$ cat src/rtl/assert_macros.svh
// Assertion macros for the RTL of the search-or-append table.
`ifndef ASSERT_MACROS_SVH
`define ASSERT_MACROS_SVH

// Clocked assertion, disabled while the active-low reset is asserted.
`define SAT_ASSERT(lbl, clk, rst_n, prop, msg) \
    lbl: assert property (@(posedge clk) disable iff (!rst_n) (prop)) else $error(msg);

// Implication with the consequent checked in the cycle after the condition.
`define SAT_ASSERT_NEXT(lbl, clk, rst_n, cond, prop, msg) \
    lbl: assert property (@(posedge clk) disable iff (!rst_n) (cond) |=> (prop)) \
        else $error(msg);

`endif

$ cat src/rtl/sat_pkg.sv
package sat_pkg;

    localparam int DEPTH_DEF      = 64;
    localparam int DATA_WIDTH_DEF = 32;

    localparam int VALUE_W  = 32;
    localparam int POS_W    = 6;
    localparam int STATUS_W = 3;
    localparam int MODE_W   = 2;

    typedef logic [MODE_W-1:0] t_mode;

    localparam t_mode MODE_APPEND = 2'd0;
    localparam t_mode MODE_SEARCH = 2'd1;
    localparam t_mode MODE_LIST   = 2'd2;

    typedef enum logic [STATUS_W-1:0] {
        ST_APPENDED = 3'd0,
        ST_FOUND    = 3'd1,
        ST_INSERTED = 3'd2,
        ST_EMPTY    = 3'd3,
        ST_FULL     = 3'd4
    } t_status;

    typedef struct packed {
        t_status              status;
        logic [POS_W-1:0]     position;
        logic [VALUE_W-1:0]   entry_value;
        logic                 last;
    } t_result;

endpackage

$ cat src/rtl/sat_mem.sv
module sat_mem
    import sat_pkg::*;
#(
    parameter int DEPTH = DEPTH_DEF,
    parameter int WIDTH = DATA_WIDTH_DEF,
    parameter int AW    = (DEPTH > 1) ? $clog2(DEPTH) : 1
) (
    input  logic             i_clk,
    input  logic             i_we,
    input  logic [AW-1:0]    i_waddr,
    input  logic [WIDTH-1:0] i_wdata,
    input  logic             i_re,
    input  logic [AW-1:0]    i_raddr,
    output logic [WIDTH-1:0] o_rdata
);

    logic [WIDTH-1:0] r_mem [DEPTH];
    logic [WIDTH-1:0] r_rdata;

    // Read data only changes when a read is issued, so it holds during a stall.
    always_ff @(posedge i_clk) begin
        if (i_we) begin
            r_mem[i_waddr] <= i_wdata;
        end
        if (i_re) begin
            r_rdata <= r_mem[i_raddr];
        end
    end

    assign o_rdata = r_rdata;

endmodule

$ cat src/rtl/sat_obuf.sv
module sat_obuf
    import sat_pkg::*;
(
    input  logic    i_clk,
    input  logic    i_rst_n,
    input  logic    i_push,
    input  t_result i_result,
    output logic    o_push_ready,
    output logic    o_tvalid,
    input  logic    i_tready,
    output t_result o_result
);

    logic    r_valid;
    logic    n_valid;
    t_result r_data;

    assign o_push_ready = !r_valid || i_tready;

    always_comb begin
        n_valid = r_valid;
        if (i_push && o_push_ready) begin
            n_valid = 1'b1;
        end else if (i_tready) begin
            n_valid = 1'b0;
        end
    end

    always_ff @(posedge i_clk) begin
        if (!i_rst_n) begin
            r_valid <= 1'b0;
        end else begin
            r_valid <= n_valid;
        end
    end

    always_ff @(posedge i_clk) begin
        if (i_push && o_push_ready) begin
            r_data <= i_result;
        end
    end

    assign o_tvalid = r_valid;
    assign o_result = r_data;

endmodule

$ cat src/rtl/sat_ctrl.sv
`include "assert_macros.svh"

module sat_ctrl
    import sat_pkg::*;
#(
    parameter int DEPTH = DEPTH_DEF,
    parameter int SW    = DATA_WIDTH_DEF,
    parameter int AW    = (DEPTH > 1) ? $clog2(DEPTH) : 1
) (
    input  logic               i_clk,
    input  logic               i_rst_n,
    input  logic               i_valid,
    output logic               o_ready,
    input  t_mode              i_mode,
    input  logic [VALUE_W-1:0] i_value,
    output logic               o_we,
    output logic [AW-1:0]      o_waddr,
    output logic [SW-1:0]      o_wdata,
    output logic               o_re,
    output logic [AW-1:0]      o_raddr,
    input  logic [SW-1:0]      i_rdata,
    output logic               o_push,
    input  logic               i_push_ready,
    output t_result            o_result
);

    localparam int CW = $clog2(DEPTH + 1);

    typedef enum logic [3:0] {
        S_IDLE = 4'b0001,
        S_SCAN = 4'b0010,
        S_LIST = 4'b0100,
        S_EMIT = 4'b1000
    } t_state;

    t_state        r_state, n_state;
    logic [CW-1:0] r_fill, n_fill;
    logic [AW-1:0] r_idx, n_idx;
    logic [SW-1:0] r_key, n_key;
    t_result       r_res, n_res;

    logic          accept;
    logic          is_full;
    logic          is_empty;
    logic          idx_last;
    logic [SW-1:0] key_in;
    t_result       list_res;

    assign accept   = i_valid && o_ready;
    assign is_full  = (r_fill == CW'(DEPTH));
    assign is_empty = (r_fill == '0);
    assign idx_last = ((CW'(r_idx) + CW'(1)) == r_fill);
    assign key_in   = i_value[SW-1:0];

    assign list_res = '{status: ST_FOUND, position: POS_W'(r_idx),
                        entry_value: VALUE_W'(i_rdata), last: idx_last};

    always_comb begin
        n_state  = r_state;
        n_fill   = r_fill;
        n_idx    = r_idx;
        n_key    = r_key;
        n_res    = r_res;
        o_ready  = (r_state == S_IDLE);
        o_we     = 1'b0;
        o_waddr  = r_fill[AW-1:0];
        o_wdata  = r_key;
        o_re     = 1'b0;
        o_raddr  = r_idx + AW'(1);
        o_push   = 1'b0;
        o_result = r_res;

        case (r_state)
            S_IDLE: begin
                if (accept) begin
                    n_key = key_in;
                    case (i_mode)
                        MODE_APPEND: begin
                            n_state = S_EMIT;
                            if (is_full) begin
                                n_res = '{ST_FULL, '0, '0, 1'b1};
                            end else begin
                                o_we    = 1'b1;
                                o_wdata = key_in;
                                n_fill  = r_fill + CW'(1);
                                n_res   = '{ST_APPENDED, POS_W'(r_fill),
                                            VALUE_W'(key_in), 1'b1};
                            end
                        end
                        MODE_SEARCH, MODE_LIST: begin
                            if (is_empty) begin
                                n_state = S_EMIT;
                                n_res   = '{ST_EMPTY, '0, '0, 1'b1};
                            end else begin
                                o_re    = 1'b1;
                                o_raddr = '0;
                                n_idx   = '0;
                                n_state = (i_mode == MODE_SEARCH) ? S_SCAN : S_LIST;
                            end
                        end
                        default: begin
                            n_state = S_IDLE;
                        end
                    endcase
                end
            end
            S_SCAN: begin
                // The read data belongs to entry r_idx; the next read overlaps the compare.
                if (i_rdata == r_key) begin
                    n_state = S_EMIT;
                    n_res   = '{ST_FOUND, POS_W'(r_idx), VALUE_W'(i_rdata), 1'b1};
                end else if (idx_last) begin
                    n_state = S_EMIT;
                    if (is_full) begin
                        n_res = '{ST_FULL, '0, '0, 1'b1};
                    end else begin
                        o_we   = 1'b1;
                        n_fill = r_fill + CW'(1);
                        n_res  = '{ST_INSERTED, POS_W'(r_fill), VALUE_W'(r_key), 1'b1};
                    end
                end else begin
                    o_re  = 1'b1;
                    n_idx = r_idx + AW'(1);
                end
            end
            S_LIST: begin
                o_push   = 1'b1;
                o_result = list_res;
                if (i_push_ready) begin
                    if (idx_last) begin
                        n_state = S_IDLE;
                    end else begin
                        o_re  = 1'b1;
                        n_idx = r_idx + AW'(1);
                    end
                end
            end
            S_EMIT: begin
                o_push = 1'b1;
                if (i_push_ready) begin
                    n_state = S_IDLE;
                end
            end
            default: begin
                n_state = S_IDLE;
            end
        endcase
    end

    always_ff @(posedge i_clk) begin
        if (!i_rst_n) begin
            r_state <= S_IDLE;
            r_fill  <= '0;
        end else begin
            r_state <= n_state;
            r_fill  <= n_fill;
        end
    end

    always_ff @(posedge i_clk) begin
        r_idx <= n_idx;
        r_key <= n_key;
        r_res <= n_res;
    end

    `SAT_ASSERT(a_fill_bound, i_clk, i_rst_n, r_fill <= CW'(DEPTH),
        "fill count beyond table depth")
    `SAT_ASSERT(a_no_write_full, i_clk, i_rst_n, !o_we || !is_full,
        "write issued to a full table")
    `SAT_ASSERT_NEXT(a_write_counts, i_clk, i_rst_n, o_we,
        r_fill == $past(r_fill) + CW'(1), "write did not advance the fill count")
    `SAT_ASSERT_NEXT(a_list_ends, i_clk, i_rst_n,
        o_push && i_push_ready && o_result.last, r_state == S_IDLE,
        "final result pushed but sequencer not idle")

endmodule

$ cat src/rtl/search_or_append_table.sv
// Search-or-append table: an ordered store of values kept in insertion order.
// Commands arrive as items on the slave stream; tuser carries the mode
// (0 append, 1 search and append if absent, 2 list all, 3 ignored) and tdata
// the value or key. Results leave on the master stream; tuser carries the
// status, tdata the position and the entry value, and tlast marks the final
// result of a command.
// An append's result is registered in the sequencer, then in the output
// register. A search reads one stored entry per cycle from the table memory;
// a listing delivers one entry per cycle while the receiver does not stall.
// The table memory has a single read port; one command is worked on at a time.
// A new item is taken as soon as the sequencer is idle, even while the last
// result still waits in the output register. When the receiver stalls, the
// output register holds its item and a listing pauses until it drains.
// Reset empties the table at once by clearing the fill count; the memory
// itself is not cleared, as entries at or above the fill count are never read.
module search_or_append_table
    import sat_pkg::*;
#(
    parameter int DEPTH      = DEPTH_DEF,
    parameter int DATA_WIDTH = DATA_WIDTH_DEF
) (
    input  logic        i_clk,
    input  logic        i_rst_n,
    input  logic        i_s_axis_tvalid,
    output logic        o_s_axis_tready,
    input  logic [31:0] i_s_axis_tdata,  // value[31:0]
    input  logic [1:0]  i_s_axis_tuser,  // mode[1:0]
    output logic        o_m_axis_tvalid,
    input  logic        i_m_axis_tready,
    output logic [39:0] o_m_axis_tdata,  // position[5:0], entry_value[37:6], zero[39:38]
    output logic [2:0]  o_m_axis_tuser,  // status[2:0]
    output logic        o_m_axis_tlast
);

    // Values are stored and compared in their low DATA_WIDTH bits, at most 32.
    localparam int SW = (DATA_WIDTH < VALUE_W) ? DATA_WIDTH : VALUE_W;
    localparam int AW = (DEPTH > 1) ? $clog2(DEPTH) : 1;

    logic          mem_we;
    logic [AW-1:0] mem_waddr;
    logic [SW-1:0] mem_wdata;
    logic          mem_re;
    logic [AW-1:0] mem_raddr;
    logic [SW-1:0] mem_rdata;

    logic    push;
    logic    push_ready;
    t_result push_res;
    t_result out_res;

    sat_mem #(
        .DEPTH (DEPTH),
        .WIDTH (SW),
        .AW    (AW)
    ) u_mem (
        .i_clk   (i_clk),
        .i_we    (mem_we),
        .i_waddr (mem_waddr),
        .i_wdata (mem_wdata),
        .i_re    (mem_re),
        .i_raddr (mem_raddr),
        .o_rdata (mem_rdata)
    );

    sat_ctrl #(
        .DEPTH (DEPTH),
        .SW    (SW),
        .AW    (AW)
    ) u_ctrl (
        .i_clk        (i_clk),
        .i_rst_n      (i_rst_n),
        .i_valid      (i_s_axis_tvalid),
        .o_ready      (o_s_axis_tready),
        .i_mode       (i_s_axis_tuser),
        .i_value      (i_s_axis_tdata),
        .o_we         (mem_we),
        .o_waddr      (mem_waddr),
        .o_wdata      (mem_wdata),
        .o_re         (mem_re),
        .o_raddr      (mem_raddr),
        .i_rdata      (mem_rdata),
        .o_push       (push),
        .i_push_ready (push_ready),
        .o_result     (push_res)
    );

    // Output register: parts the sequencer from a stalling receiver.
    sat_obuf u_obuf (
        .i_clk        (i_clk),
        .i_rst_n      (i_rst_n),
        .i_push       (push),
        .i_result     (push_res),
        .o_push_ready (push_ready),
        .o_tvalid     (o_m_axis_tvalid),
        .i_tready     (i_m_axis_tready),
        .o_result     (out_res)
    );

    assign o_m_axis_tdata = {2'b00, out_res.entry_value, out_res.position};
    assign o_m_axis_tuser = out_res.status;
    assign o_m_axis_tlast = out_res.last;

endmodule
$ cat config.mk
export PLATFORM = sky130hd
export DESIGN_NAME = search_or_append_table
export DESIGN_NICKNAME = d
export VERILOG_FILES = /design/src/rtl/sat_pkg.sv /design/src/rtl/sat_mem.sv /design/src/rtl/sat_obuf.sv /design/src/rtl/sat_ctrl.sv /design/src/rtl/search_or_append_table.sv
export VERILOG_INCLUDE_DIRS = /design/src /design/src/rtl
export SDC_FILE = /design/constraint.sdc
export NUM_CORES = 2
export LEC_CHECK = 0
export BUFFER_PORTS_ARGS = -buffer_cell sky130_fd_sc_hd__buf_2
export CAP_MARGIN = 10
export CORE_UTILIZATION = 35
export DETAILED_ROUTE_END_ITERATION = 10
export GPL_TIMING_DRIVEN = 0
export HOLD_SLACK_MARGIN = 0.05
export SYNTH_ARGS = -nofsm -noshare
export SYNTH_HDL_FRONTEND = slang
export SYNTH_SLANG_ARGS = --single-unit
$ cat constraint.sdc
create_clock -name i_clk -period 7.2 [get_ports i_clk]
set_input_delay 0.72 -clock i_clk [delete_from_list [all_inputs] [get_ports i_clk]]
set_output_delay 0.72 -clock i_clk [all_outputs]
set_load 0.005 [all_outputs]
# ---- After elaboration in Yosys (flattened, before gate mapping)
# Memories as Yosys holds them, arrays and structs flattened. A register that Yosys moved wholly into a read port is not among the register bits.
# Cells that the tools add are included.
dict set report totals {
  ram_bits 2048
  inputBits 38
  regBits 134
  output_inout_bits 46
  n_memories 1
}
# name depth width read_ports rd_ports_with_merged_regs wr line
set memory_table {}
lappend memory_table {u_mem.r_mem 64 32 1 1 1 sat_mem.sv:17} ;# logic [WIDTH-1:0] r_mem [DEPTH];
dict set report op_classes {
  eq_ne 21
  mux 58
  n_addsub 3
  n_reduce_logical 16
}
# op count
set ops {}
lappend ops {{42-bit two-way mux} 6}
lappend ops {{42-bit one-hot mux with 2 select lines} 2}
lappend ops {{32-bit two-way mux} 4}
lappend ops {{6-bit two-way mux} 10}
lappend ops {{39-bit two-way mux} 1}
lappend ops {{7-bit two-way mux} 5}
lappend ops {{32-bit == test} 1}
lappend ops {{4-bit two-way mux} 7}
lappend ops {{6-bit one-hot mux with 3 select lines} 1}
lappend ops {{1-bit two-way mux} 16}
lappend ops {{4-bit one-hot mux with 4 select lines} 1}
lappend ops {{5-bit AND reduction} 3}
lappend ops {{7-bit one-hot mux with 2 select lines} 1}
lappend ops {{2-bit != test, second input constant} 5}
lappend ops {{2-bit by 1-bit != test with 1-bit output, second input constant} 4}
lappend ops {{4-bit one-hot mux with 2 select lines} 1}
lappend ops {{6-bit by 1-bit adder with 7-bit output, second input constant} 1}
lappend ops {{7-bit by 1-bit adder with 7-bit output, second input constant} 1}
lappend ops {{7-bit == test} 1}
lappend ops {{7-bit == test, second input constant} 1}
lappend ops {{7-bit logical NOT} 1}
lappend ops {{6-bit by 1-bit adder with 6-bit output, second input constant} 1}
lappend ops {{3-bit != test, second input constant} 2}
lappend ops {{6-bit AND reduction} 1}
lappend ops {{other kinds (18)} 21}

# ---- Logic depth before layout (Yosys ltp)
dict set report depth {
  ltp_word 7
  ltp_mapped 13
}

# ---- By module
# Synthesis repeated with hierarchy kept, for this count alone.
dict set report hier_totals {
  hier_cells 3840
  hier_area_um2 85524.5
}
# module cells_per_inst area_per_inst_um2 n_inst seq_area_each_um2
set by_module_without_submodules {}
lappend by_module_without_submodules {sat_mem 3324 78835.6 1 62459.9}
lappend by_module_without_submodules {sat_ctrl 466 5351.4 1 2592.5}
lappend by_module_without_submodules {sat_obuf 47 1318.8 1 1281.2}
lappend by_module_without_submodules {search_or_append_table 3 18.8 1 0.0}

# ---- Worst setup path before layout
# OpenSTA, ideal clock, no wires.
dict set report synth_timing {
  path_type {flip-flop to flip-flop}
  startpoint {register u_ctrl.r_state[3]}
  endpoint {memory u_mem.r_mem[62][0] in the netlist's numbering (enable)}
  arrival_time_ps 4026
  period_less_slack_ps 4447
  path_slack_ps 2753
  setup_time_ps 421
  required_ps 6779
  stages_incl_launch_ff 10
  path_cell_list {dfxtp_1 -> or4b_1 -> buf_2 -> clkinv_1 -> and2_2 -> nand3_4 -> a21boi_2 -> or4b_1 -> clkbuf_1 -> nor2_1}
}
dict set report synth_between {
  elab_chain_cells 6
  elab_cells_between_ends 7
}
# element line
set synth_lines {}
lappend synth_lines {{from (decl)} sat_ctrl.sv:36} ;# t_state r_state, n_state;
lappend synth_lines {{from (signal assigned)} sat_ctrl.sv:155} ;# r_state <= n_state;
lappend synth_lines {{4-bit by 1-bit == test with 1-bit output (*)} sat_ctrl.sv:64} ;# o_ready = (r_state == S_IDLE);
lappend synth_lines {{named net o_s_axis_tready} search_or_append_table.sv:25} ;# output logic o_s_axis_tready,
lappend synth_lines {{1-bit logical AND} sat_ctrl.sv:49} ;# assign accept = i_valid && o_ready;
lappend synth_lines {{1-bit two-way mux} sat_ctrl.sv:75} ;# if (accept) begin
lappend synth_lines {{1-bit one-hot mux with 2 select lines (*)} sat_ctrl.sv:73} ;# case (r_state)
lappend synth_lines {{1-bit two-way mux (*)} sat_mem.sv:22} ;# if (i_we) begin
lappend synth_lines {{1-bit two-way mux (not written as such) (*)} sat_mem.sv:23} ;# r_mem[i_waddr] <= i_wdata;
lappend synth_lines {{to (decl)} sat_mem.sv:17}
# The timed path passes the listed nets; every way through them passes the cells marked *.

# ---- Final worst setup path
dict set report layout_timing {
  startpoint {register u_ctrl.r_idx[0]}
  endpoint {register u_mem.r_rdata[2], in the netlist u_mem.o_rdata[2], read port of u_mem.r_mem (data pin)}
}
dict set report layout_between {
  elab_chain_cells 5
  elab_cells_between_ends 11
}
# element line
set layout_lines {}
lappend layout_lines {{from (decl)} sat_ctrl.sv:38} ;# logic [AW-1:0] r_idx, n_idx;
lappend layout_lines {{from (signal assigned)} sat_ctrl.sv:161} ;# r_idx <= n_idx;
lappend layout_lines {{6-bit by 1-bit adder with 7-bit output / 6-bit by 1-bit adder with 6-bit output (equally long branches)} {sat_ctrl.sv:52, sat_ctrl.sv:69}}
lappend layout_lines {{7-bit == test / 6-bit two-way mux (equally long branches)} {sat_ctrl.sv:52, sat_ctrl.sv:91}}
lappend layout_lines {{1-bit two-way mux / 6-bit two-way mux (equally long branches)} {sat_ctrl.sv:112, sat_ctrl.sv:130, sat_ctrl.sv:77}}
lappend layout_lines {{1-bit two-way mux, or another cell as far along} sat_ctrl.sv:129} ;# if (i_push_ready) begin
lappend layout_lines {{1-bit one-hot mux with 3 select lines / 6-bit two-way mux (equally long branches)} sat_ctrl.sv:73}
lappend layout_lines {{to (decl)} sat_mem.sv:18} ;# logic [WIDTH-1:0] r_rdata;
# Parallel ways exist; a longest one is shown, timed or not.
# A chain may end at the register's enable or synchronous reset.

==> flow_summary.toml <==
[clock_network]
insertion_delay_ns = 0.87
post-cts-setup-buffers = 0
clockBufferDepth = 3
cts_num_sinks = 2213
ctsHtreeMaxLevel = 4
cts_buffers = 223
cts.reportedPaths.clkPinSlew_ns = 0.06
cts_root_buf = "clkbuf_16"
cts_tree = "done"

[setup_path]
crit_type = "register to register"
crit_family = "buffers and inverters"
path_cells = "buf_2 > buf_2 > inv_1 > clkbuf_1 > clkbuf_1 > clkbuf_1 > a32oi_1 > o22ai_1 > o21ai_0 > a31oi_1 > o32ai_1"
worstPathArrival_ns = 7.31
crit_top_cell = "clkbuf_1"
end_kind = "register"
slowest_delay_ns = 1.07
worstPathMaxFanout = 10
critPathSlowestCell = "clkbuf_1"
critPathLaunchType = "register"
cp_data_required_time_ns = 7.68
critPathBufInv = 6

[global_route]
grt_util_all_layers_pct = 22.0
grt_max_degree = 65
overflow = 0
grt_pass1_vias = 51200
grt_pass1_wl_mm = 390
antenna_found_initial = 32

[synthesis]
muxShareOfSynthArea_pct = 7.78
synth.most_common_cell = "edfxtp_1"
synth-compound-area-share_pct = 8.93
synthAdderAreaFrac_pct = 0.0856
netlist.top_cell.by_area = "edfxtp_1"
synth_top_family_by_area = "compound AO/OA/AOI/OAI gates"
synth_commonest_cells = "2201 x edfxtp_1, 555 x nand2_1, 366 x o21ai_0"
async_flop_share_pct = 0
ys_seq_area_share_pct = 75.7
netlist_instances = 5434
synth_simple_gate_area_share_pct = 4.93
synth.avg_cell_area_um2 = 16.1
yosys_warnings = 0
synth-edff-count = 2201
synth.cell_area_mm2 = 0.0877
synth_top_area_share_pct = 75.4
synth_seq_cells = 2213
synthDistinctLibCells = 73
synthXorXnorAreaFrac_pct = 0.514
synthFlopType = "edfxtp_1"
synth_area_leaders = "edfxtp_1 75%, mux4_2 4.1%, nand2_1 2.4%, o21ai_0 2.1%, mux2i_1 1.9%"

[timing]
setup-tns-final_ns = 0
fmax_mhz = 146
finalCritPeriodShare_pct = 95.0
fin_ws_ns = 0.361
fin_worst_skew_ns = 0.0346
drv_slew = 0
layout_min_cycle_time_ns = 6.84
rsz0062_at_grt = "no"
finalHoldViolCount = 0
fin_hold_ws_ns = 0.112
worst_slew_pin_slew_ns = 1.41
finalSetupViolations = 0
slew_headroom_pct = 5.47

[flow_run]
drv_cap = 0

[detailed_routing]
via_per_inst = 5.72
via_count = 53800
routed_wl_mm = 283
wl_per_cell_um = 30.0
drc = 0
ant_nets = 0
firstDrtPassIters = 7
drt_iter0_markers = 8378

[run_status]
status = "finished, final reports clean"

[floorplanning]
die_area_mm2 = 0.253
rows = 183
core_area_mm2 = 0.249
initial_core_util_pct = 35.2
dieWidth_um = 503
io_pins = 84
fp.dieH_um = 503

[placed_design]
placed_area_mm2 = 0.0950
gp_congestion = 1.07
dp_hpwl_mm = 193
place_ws_ns = 0.876
io_buffers = 81
placed_cells = 8951

[power_and_ir_drop]
p_per_area_mw_per_mm2 = 294
ir_worst_vdd_mv = 0.226
leakagePower_nw = 32.8
total_power_mw = 30.2

[layout]
stdcell_count = 9407
nets = 5919
synthToLayoutAreaGrowth_pct = 17.1
finish.utilization_pct = 41.3
fill_cells = 22200
design_area_mm2 = 0.103
final_layout_size_suffix_gt1_share_pct = 16.4

[worst_hold_path]
hold_path_class = "input pin to register"
area by class of cell:
cell class,count,area [um2],area share (%)
inverter,44,165,0.161
tap,3330,4170,4.06
timing repair buffer,215,2840,2.77
clock inverter,161,1620,1.57
sequential,2213,66300,64.6
multi-input combinational,2779,20100,19.6
clock buffer,256,5770,5.62
antenna,10,25.0,0.0244
buffer,399,1680,1.63
metal layers:
layer | vias up | GRT usage, % | routed length [um]
met5 | - | 0 | 116
met4 | 18 | 9.50 | 13100
met3 | 515 | 5.82 | 33700
met2 | 3300 | 32.3 | 123000
met1 | 27500 | 30.5 | 113000
li1 | 22500 | - | -
power by group:
group | total (mW) | leakage [nW] | switching [mW] | internal [mW]
registers | 14.9 | 19.9 | 0.0655 | 14.8
logic | 3.57 | 9.31 | 2.72 | 0.847
clock network | 11.7 | 3.61 | 5.04 | 6.69
total | 30.2 | 32.8 | 7.82 | 22.4
state kept, by name, summed over array words and instances (netlist names):
register / count
u_ctrl.r_state: 4
u_ctrl.r_fill: 7
u_ctrl.r_key: 32
u_ctrl.r_idx: 6
u_mem.o_rdata: 32
u_ctrl.r_res: 41
u_obuf.o_result: 42
u_obuf.o_tvalid: 1
u_mem.r_mem: 2048
timing repair:
action / CTS / global route
endpoints found under the hold margin: 26 / 0
hold buffers: 26 / 0
gates resized for setup: 0 / 0
cell usage in the layout, fill, tap and decap left out, types with 27 or more instances in the layout:
cell       synthesis  layout
edfxtp_1        2201    2201
nand2_1          555     554
o21ai_0          366     366
clkbuf_1         267     296
a21oi_1          296     295
clkbuf_16          0     226
nor2_1           248     182
mux2i_1          170     170
mux4_2           160     160
buf_2             72     156
a31oi_1          130     130
mux2_2           135     108
nor3_1            96      96
a221oi_1          92      92
buf_12             0      82
o221ai_1          67      67
nor2_4             0      65
clkinv_1           1      56
clkinv_2           0      53
inv_1             43      43
buf_1             43      40
xnor2_1           40      40
nand3_1           38      38
a32o_1            34      34
o22ai_1           33      33
and3_1            32      32
a211oi_1          32      32
a222oi_1          32      32
a22oi_1           31      31
a32oi_1           29      29
o32ai_1           29      29
mux2_4             0      27
worst paths after layout:
check                                                    from                                end  slack, ns  depth (start not counted)
worst max-delay path            u_ctrl.r_idx[0]$_SDFFCE_PN0P_         u_mem.o_rdata[2]$_DFFE_PP_       0.36                         11
worst min-delay path                        i_s_axis_tdata[1]          u_ctrl.r_key[1]$_DFFE_PP_       0.11                          1
worst max register to register  u_ctrl.r_idx[0]$_SDFFCE_PN0P_         u_mem.o_rdata[2]$_DFFE_PP_       0.36                         11
worst min register to register     u_ctrl.r_res[39]$_DFFE_PP_  u_obuf.o_result[39]$_SDFFCE_PP1P_       0.51                          1
kinds of logic after synthesis:
kind of cell               Yosys count
AOI/OAI and AO/OA                 1227
buffers and inverters              443
DFF                               2213
other                                1
muxes                              465
xor gates and xnor gates            49
and+or+nand+nor                   1030
adders and majority gates            6
Note: power is estimated with default switching activity, not from simulation.
